**src/rtl/stb_pkg.sv**
```systemverilog
// Shared types and constants for the software timer bank.
package stb_pkg;

    localparam int NUM_TIMERS_DEF = 8;
    localparam int VAL_W = 16;

    localparam logic [1:0] KIND_TICK    = 2'd0;
    localparam logic [1:0] KIND_CONFIG  = 2'd1;
    localparam logic [1:0] KIND_RELEASE = 2'd2;

    // Per-timer counters kept in the entry memory.
    typedef struct packed {
        logic [VAL_W-1:0] delay;
        logic [VAL_W-1:0] count;
        logic [VAL_W-1:0] reload;
    } entry_t;

    localparam int ENTRY_W = $bits(entry_t);

    typedef struct packed {
        entry_t nxt;
        logic   fire;
    } step_t;

endpackage

```
**src/rtl/stb_entry_ram.sv**
```systemverilog
// Entry memory: one write port, one read port with registered read data.
module stb_entry_ram
    import stb_pkg::*;
#(
    parameter int DEPTH  = NUM_TIMERS_DEF,
    parameter int ADDR_W = 3
)
(
    input  logic              clk,
    input  logic              wr_en,
    input  logic [ADDR_W-1:0] wr_addr,
    input  entry_t            wr_data,
    input  logic [ADDR_W-1:0] rd_addr,
    output entry_t            rd_data
);

    entry_t mem [DEPTH];
    entry_t rd_data_reg;

    always_ff @(posedge clk)
    begin
        if (wr_en)
        begin
            mem[wr_addr] <= wr_data;
        end
        rd_data_reg <= mem[rd_addr];
    end

    assign rd_data = rd_data_reg;

endmodule

```
**src/rtl/stb_step_unit.sv**
```systemverilog
// Shared step unit: one decrement and zero test applied to the visited timer.
module stb_step_unit
    import stb_pkg::*;
(
    input  entry_t cur,
    output step_t  res
);

    logic             delay_nz;
    logic             count_nz;
    logic [VAL_W-1:0] operand;
    logic [VAL_W-1:0] dec;

    assign delay_nz = (cur.delay != '0);
    assign count_nz = (cur.count != '0);
    // one decrementer serves both the start delay and the count
    assign operand  = delay_nz ? cur.delay : cur.count;
    assign dec      = operand - VAL_W'(1);

    always_comb
    begin
        res.nxt  = cur;
        res.fire = 1'b0;
        if (delay_nz)
        begin
            res.nxt.delay = dec;
        end
        else if (count_nz)
        begin
            res.nxt.count = dec;
        end
        else
        begin
            res.nxt.count = cur.reload;
            res.fire      = 1'b1;
        end
    end

endmodule

```
**src/rtl/software_timer_bank_unit.sv**
```systemverilog
// Software timer bank: sequencer, timer flags, entry memory and result register.
// Configure and release beats keep the block idle, ready again the next cycle.
// A tick scans one timer per cycle through the shared step unit, then walks the fire
// mask one index per cycle, waiting on out_stall, one result beat per fired timer.
// The scan rate is set by the single read port of the entry memory.
// Reset clears all timer flags and the sequencer; the entry memory is not cleared.
module software_timer_bank_unit
    import stb_pkg::*;
#(
    parameter int NUM_TIMERS = NUM_TIMERS_DEF
)
(
    input  logic              clk,
    input  logic              rst_n,
    input  logic              in_valid,
    output logic              in_stall,
    input  logic [1:0]        kind,
    input  logic [2:0]        timer_index,
    input  logic              mode,
    input  logic [VAL_W-1:0]  period,
    input  logic [VAL_W-1:0]  start_delay,
    output logic              out_valid,
    input  logic              out_stall,
    output logic [2:0]        fired_timer,
    output logic              stopped,
    output logic              last
);

    localparam int IDX_W  = (NUM_TIMERS > 1) ? $clog2(NUM_TIMERS) : 1;
    localparam int CNT_W  = $clog2(NUM_TIMERS + 1);
    localparam int WIDE_W = ((IDX_W > 3) ? IDX_W : 3) + 1;

    typedef enum logic [1:0] {
        ST_IDLE,
        ST_SCAN,
        ST_EMIT
    } state_t;

    state_t                state_reg, state_next;
    logic [NUM_TIMERS-1:0] active_reg, active_next;
    logic [NUM_TIMERS-1:0] single_reg, single_next;
    logic [NUM_TIMERS-1:0] fired_reg, fired_next;
    logic [NUM_TIMERS-1:0] running_reg, running_next;
    logic [NUM_TIMERS-1:0] fire_mask_reg, fire_mask_next;
    logic [NUM_TIMERS-1:0] stop_mask_reg, stop_mask_next;
    logic [CNT_W-1:0]      rd_cnt_reg, rd_cnt_next;
    logic                  ev_vld_reg, ev_vld_next;
    logic [IDX_W-1:0]      ev_idx_reg, ev_idx_next;
    logic [IDX_W-1:0]      emit_idx_reg, emit_idx_next;
    logic                  out_valid_reg, out_valid_next;
    logic [2:0]            out_timer_reg, out_timer_next;
    logic                  out_stop_reg, out_stop_next;
    logic                  out_last_reg, out_last_next;

    logic                  in_beat;
    logic [WIDE_W-1:0]     idx_wide;
    logic                  idx_hit;
    logic [IDX_W-1:0]      cfg_addr;
    logic                  eligible;
    logic                  out_free;
    logic [NUM_TIMERS-1:0] remain;

    logic                  ram_we;
    logic [IDX_W-1:0]      ram_waddr;
    entry_t                ram_wdata;
    entry_t                ram_rdata;
    entry_t                cfg_entry;
    step_t                 step;

    stb_entry_ram #(
        .DEPTH  (NUM_TIMERS),
        .ADDR_W (IDX_W)
    ) u_ram (
        .clk     (clk),
        .wr_en   (ram_we),
        .wr_addr (ram_waddr),
        .wr_data (ram_wdata),
        .rd_addr (rd_cnt_reg[IDX_W-1:0]),
        .rd_data (ram_rdata)
    );

    stb_step_unit u_step (
        .cur (ram_rdata),
        .res (step)
    );

    assign in_stall  = (state_reg != ST_IDLE);
    assign in_beat   = in_valid && !in_stall;
    assign idx_wide  = WIDE_W'(timer_index);
    assign idx_hit   = (idx_wide < WIDE_W'(NUM_TIMERS));
    assign cfg_addr  = idx_wide[IDX_W-1:0];
    assign out_free  = !out_valid_reg || !out_stall;

    assign cfg_entry.delay  = start_delay;
    assign cfg_entry.count  = period;
    assign cfg_entry.reload = period;

    // single-shot timers that already fired are skipped
    assign eligible = ev_vld_reg && active_reg[ev_idx_reg]
                      && !(single_reg[ev_idx_reg] && fired_reg[ev_idx_reg]);

    always_comb
    begin
        ram_we    = 1'b0;
        ram_waddr = ev_idx_reg;
        ram_wdata = step.nxt;
        if (state_reg == ST_IDLE)
        begin
            ram_we    = in_beat && (kind == KIND_CONFIG) && idx_hit;
            ram_waddr = cfg_addr;
            ram_wdata = cfg_entry;
        end
        else if (state_reg == ST_SCAN)
        begin
            ram_we = eligible;
        end
    end

    always_comb
    begin
        state_next     = state_reg;
        active_next    = active_reg;
        single_next    = single_reg;
        fired_next     = fired_reg;
        running_next   = running_reg;
        fire_mask_next = fire_mask_reg;
        stop_mask_next = stop_mask_reg;
        rd_cnt_next    = rd_cnt_reg;
        ev_vld_next    = 1'b0;
        ev_idx_next    = ev_idx_reg;
        emit_idx_next  = emit_idx_reg;
        out_valid_next = out_valid_reg && out_stall;
        out_timer_next = out_timer_reg;
        out_stop_next  = out_stop_reg;
        out_last_next  = out_last_reg;
        remain         = fire_mask_reg;
        remain[emit_idx_reg] = 1'b0;

        unique case (state_reg)
            ST_IDLE:
            begin
                if (in_beat)
                begin
                    case (kind)
                        KIND_TICK:
                        begin
                            rd_cnt_next = '0;
                            state_next  = ST_SCAN;
                        end
                        KIND_CONFIG:
                        begin
                            if (idx_hit)
                            begin
                                single_next[cfg_addr]  = mode;
                                active_next[cfg_addr]  = 1'b1;
                                running_next[cfg_addr] = 1'b1;
                                fired_next[cfg_addr]   = 1'b0;
                            end
                        end
                        KIND_RELEASE:
                        begin
                            if (idx_hit)
                            begin
                                active_next[cfg_addr]  = 1'b0;
                                running_next[cfg_addr] = 1'b0;
                            end
                        end
                        default:
                        begin
                        end
                    endcase
                end
            end
            ST_SCAN:
            begin
                // read of timer rd_cnt overlaps the update of timer ev_idx
                if (rd_cnt_reg < CNT_W'(NUM_TIMERS))
                begin
                    ev_vld_next = 1'b1;
                    ev_idx_next = rd_cnt_reg[IDX_W-1:0];
                    rd_cnt_next = rd_cnt_reg + CNT_W'(1);
                end
                if (eligible && step.fire)
                begin
                    fire_mask_next[ev_idx_reg] = 1'b1;
                    stop_mask_next[ev_idx_reg] = single_reg[ev_idx_reg];
                    fired_next[ev_idx_reg]     = 1'b1;
                    if (single_reg[ev_idx_reg])
                    begin
                        running_next[ev_idx_reg] = 1'b0;
                    end
                end
                if ((rd_cnt_reg == CNT_W'(NUM_TIMERS)) && !ev_vld_reg)
                begin
                    emit_idx_next = '0;
                    state_next    = (fire_mask_reg == '0) ? ST_IDLE : ST_EMIT;
                end
            end
            ST_EMIT:
            begin
                if (fire_mask_reg == '0)
                begin
                    state_next = ST_IDLE;
                end
                else if (fire_mask_reg[emit_idx_reg])
                begin
                    if (out_free)
                    begin
                        out_valid_next = 1'b1;
                        out_timer_next = 3'(emit_idx_reg);
                        out_stop_next  = stop_mask_reg[emit_idx_reg];
                        out_last_next  = (remain == '0);
                        fire_mask_next = remain;
                        emit_idx_next  = emit_idx_reg + IDX_W'(1);
                    end
                end
                else
                begin
                    emit_idx_next = emit_idx_reg + IDX_W'(1);
                end
            end
            default:
            begin
                state_next = ST_IDLE;
            end
        endcase
    end

    always_ff @(posedge clk or negedge rst_n)
    begin
        if (!rst_n)
        begin
            state_reg     <= ST_IDLE;
            active_reg    <= '0;
            single_reg    <= '0;
            fired_reg     <= '0;
            running_reg   <= '0;
            fire_mask_reg <= '0;
            stop_mask_reg <= '0;
            rd_cnt_reg    <= '0;
            ev_vld_reg    <= 1'b0;
            ev_idx_reg    <= '0;
            emit_idx_reg  <= '0;
            out_valid_reg <= 1'b0;
        end
        else
        begin
            state_reg     <= state_next;
            active_reg    <= active_next;
            single_reg    <= single_next;
            fired_reg     <= fired_next;
            running_reg   <= running_next;
            fire_mask_reg <= fire_mask_next;
            stop_mask_reg <= stop_mask_next;
            rd_cnt_reg    <= rd_cnt_next;
            ev_vld_reg    <= ev_vld_next;
            ev_idx_reg    <= ev_idx_next;
            emit_idx_reg  <= emit_idx_next;
            out_valid_reg <= out_valid_next;
        end
    end

    always_ff @(posedge clk)
    begin
        out_timer_reg <= out_timer_next;
        out_stop_reg  <= out_stop_next;
        out_last_reg  <= out_last_next;
    end

    assign out_valid   = out_valid_reg;
    assign fired_timer = out_timer_reg;
    assign stopped     = out_stop_reg;
    assign last        = out_last_reg;

    // pending fires exist only between scan and the end of the walk
    a_mask_idle: assert property (@(posedge clk) disable iff (!rst_n)
        (state_reg == ST_IDLE) |-> (fire_mask_reg == '0))
        else $error("fire mask not empty in idle");

    // the fire mask only gains bits during a scan
    a_mask_grow: assert property (@(posedge clk) disable iff (!rst_n)
        (state_reg != ST_SCAN) |=> ((fire_mask_reg & ~$past(fire_mask_reg)) == '0))
        else $error("fire mask gained a bit outside scan");

    // the evaluate stage runs only inside a scan
    a_eval_scan: assert property (@(posedge clk) disable iff (!rst_n)
        ev_vld_reg |-> (state_reg == ST_SCAN))
        else $error("evaluate stage active outside scan");

    // memory writes stay inside the bank
    a_wr_range: assert property (@(posedge clk) disable iff (!rst_n)
        ram_we |-> ((CNT_W + 1)'(ram_waddr) < (CNT_W + 1)'(NUM_TIMERS)))
        else $error("entry write beyond the bank");

    // a last beat empties the fire mask
    a_last_done: assert property (@(posedge clk) disable iff (!rst_n)
        (out_valid_next && !(out_valid_reg && out_stall) && out_last_next)
        |=> (fire_mask_reg == '0))
        else $error("last beat left pending fires");

endmodule
```
**config.mk**
```make
export PLATFORM = sky130hd
export DESIGN_NAME = software_timer_bank_unit
export DESIGN_NICKNAME = d
export VERILOG_FILES = /design/src/rtl/stb_pkg.sv /design/src/rtl/stb_entry_ram.sv /design/src/rtl/stb_step_unit.sv /design/src/rtl/software_timer_bank_unit.sv
export SDC_FILE = /design/constraint.sdc
export NUM_CORES = 1
export LEC_CHECK = 0
export BUFFER_PORTS_ARGS = -buffer_cell sky130_fd_sc_hd__buf_4
export CAP_MARGIN = 10
export CORE_UTILIZATION = 60
export DETAILED_ROUTE_END_ITERATION = 10
export PLACE_DENSITY_LB_ADDON = 0.3
export REMOVE_ABC_BUFFERS = 1
export SYNTH_ARGS = -nofsm -noshare
export SYNTH_HDL_FRONTEND = slang
export SYNTH_HIERARCHICAL = 1
export SYNTH_SLANG_ARGS = --single-unit
```
**constraint.sdc**
```tcl
create_clock -name clk -period 8.89 [get_ports clk]
set_input_delay 2.667 -clock clk [delete_from_list [all_inputs] [get_ports clk]]
set_output_delay 2.667 -clock clk [all_outputs]
set_load 0.05 [all_outputs]
```
==> qor.yml <==
outcome:
  outcome: "completed"
place:
  io_buffers: 48
  place_area_um2: 21400
  dp_hpwl_um: 24600
  gp_congestion: 0.855
synth:
  yosys_warnings: 6
  synth.distinct_cells: 78
  postSynthCellCount: 1244
  avgSynthCellArea_um2: 16.7
  synth_flop_cell: "edfxtp_1"
  synthMostInstantiatedCell: "edfxtp_1"
  synth_area_leader_cell: "edfxtp_1"
  async_flop_share_pct: 11.0
  yosysTopAreaCellShare_pct: 56.3
  synth-edff-count: 389
  synth-seq-cells: 491
  synth.area.top_cells: "edfxtp_1 56%, mux4_2 10%, dfrtp_1 6.5%"
  ys_seq_area_share_pct: 67.4
  syn_area_um2: 20800
  synthTopCellsByCount: "389 x edfxtp_1, 96 x mux4_2, 65 x nand2_1"
clocking:
  clk_pin_slew_ns: 0.06
  clock_path_buffers: 3
  worstSkewPairLatency_ns: 0.58
  postCtsSetupBuffers: 0
  numCtsBuffers: 48
  ctsHoldBuffers: 0
  cts_tree: "yes"
  clock-sinks: 491
  cts_root_buf: "clkbuf_16"
  htree_num_levels: 2
  post_cts_resized: 0
route:
  drtAntennaViolNets: 0
  drt_iter0_drc: 1081
  first_pass_iters: 8
  wl_per_cell_um: 24.1
  wirelength_um: 42600
  vias: 11151
  drc_errors: 0
  via_per_inst: 6.32
pwr:
  vdd_drop_max_mv: 0.191
  powerDensity_nw_per_um2: 311
  p_leak_nw: 7.84
  total_power_mw: 7.15
sta:
  fin_tns_setup_ns: 0
  finalCritPeriodShare_pct: 55.0
  clock_skew_ns: 0.0292
  relSlewSlack_pct: 27.7
  period_minus_slack_ns: 4.89
  setup_viol: 0
  hold-worst-slack_ns: 0.501
  hold_viol: 0
  rsz0062_at_grt: "false"
  report.final.slew_viol_count: 0
  max_freq_ghz: 0.205
  tightestPinTransition_ns: 1.08
die:
  core_um2: 33800
  io_pins: 49
  die_area_um2: 35400
  dieHeight_um: 188
  initial_core_util_pct: 61.5
  num_rows: 67
  dieWidth_um: 188
global_route:
  grt_max_degree: 78
  grt_pass1_vias: 11515
  grt_first_pass_wirelength_um: 67100
  track_usage_pct: 25.0
  antenna_found_initial: 0
  grt_overflow_total: 0
critical_path:
  worstSetupPathType: "in -> reg"
  worstPathMaxFanout: 35
  crit_arrival_ns: 5.08
  start_kind: "primary input"
  required_ns: 9.08
  end_kind: "flip-flop"
cells_and_area:
  fin_nets: 1329
  area_growth_pct: 10.8
  fin_util_pct: 68.1
  multiInputGateArea_um2: 6170
  antenna_cells: 0
  drive_above_1_share_pct: 27.1
  finish.instance_area_um2: 23000
  largest_register_ff_count: 384
  fillers: 2148
  regArea_um2: 14000
hold_path:
  hp-class: "reg -> reg"
flow_run:
  cap_violations: 0
-- cells by family (layout without fill, tap and decap cells) --
group           after synthesis  after routing  share of synthesized area (%)
flops                       491            491                           67.4
simple gates                245            245                           6.14
mux                         197            197                           16.9
buf+inv                     129            201                           3.25
compound gates              161            161                           5.31
fa+ha+maj                    10             10                          0.603
xor+xnor                     11             11                          0.464
-- per-stage QoR --
step / worst slack, ns / instances
floorplan: 1.59 / 1165
global placement: 3.54 / 1675
detailed placement: 3.44 / 1675
CTS: 4.00 / 1764
global route: 3.84 / 1764
finish: 4.00 / 1764
-- worst paths after layout --
path | startpoint | end | slack (ns) | depth (start not counted)
worst max-delay path | kind[1] | u_ram/mem[6][5]$_DFFE_PP_ | 4.00 | 8
worst min-delay path | stop_mask_reg[0]$_DFFE_PN0P_ | stop_mask_reg[0]$_DFFE_PN0P_ | 0.50 | 1
worst max register to register | ev_idx_reg[0]$_DFFE_PN0P_ | u_ram/mem[6][5]$_DFFE_PP_ | 4.35 | 7
worst min register to register | stop_mask_reg[0]$_DFFE_PN0P_ | stop_mask_reg[0]$_DFFE_PN0P_ | 0.50 | 1
max in group asynchronous | rst_n | rd_cnt_reg[1]$_DFFE_PN0P_ | 6.20 | 1
min in group asynchronous | rst_n | fire_mask_reg[4]$_DFFE_PN0P_ | 2.15 | 1
-- where the power goes --
| part | internal [mW] | total (mW) | leakage [nW] | switching [mW] |
|---|---|---|---|---|
| Clock | 1.19 | 2.06 | 0.797 | 0.863 |
| Sequential | 3.03 | 3.34 | 4.61 | 0.316 |
| Combinational | 0.758 | 1.75 | 2.43 | 0.989 |
-- critical path, cell delays in order --
cell and delay [ns]:
buf_4 0.11, inv_1 0.07, ha_1 0.16, nand3_1 0.30
o41ai_1 0.22, nand2_1 0.35, nor2_4 0.52, buf_4 0.64
-- area by class of cell --
class,count,share of cell area [%]
Sequential cell,491,60.9
Timing Repair Buffer,62,2.02
Tap cell,448,2.44
Clock inverter,31,1.37
Multi-Input combinational cell,624,26.8
Inverter,50,0.816
Clock buffer,58,5.65
-- cells in the final DEF, fill, tap and decap left out, types with 13 or more instances in the layout --
cell type	count
a21oi_1	23
a2bb2oi_1	13
buf_4	62
clkbuf_16	49
dfrtp_1	51
dfxtp_1	48
edfxtp_1	389
inv_1	50
mux2_2	45
mux2_4	40
mux4_2	96
nand2_1	65
nand3_1	16
nor2_1	58
nor3_1	19
o21ai_0	55
-- routing by layer --
metal	GRT usage [%]	part of all wire (%)	vias to the layer above
met4	7.16	2.1	0
met5	0	0	-
li1	-	-	4920
met1	36.6	43	5688
met3	3.69	6.8	76
met2	39.7	49	467
(Power assumes the default switching activity.)
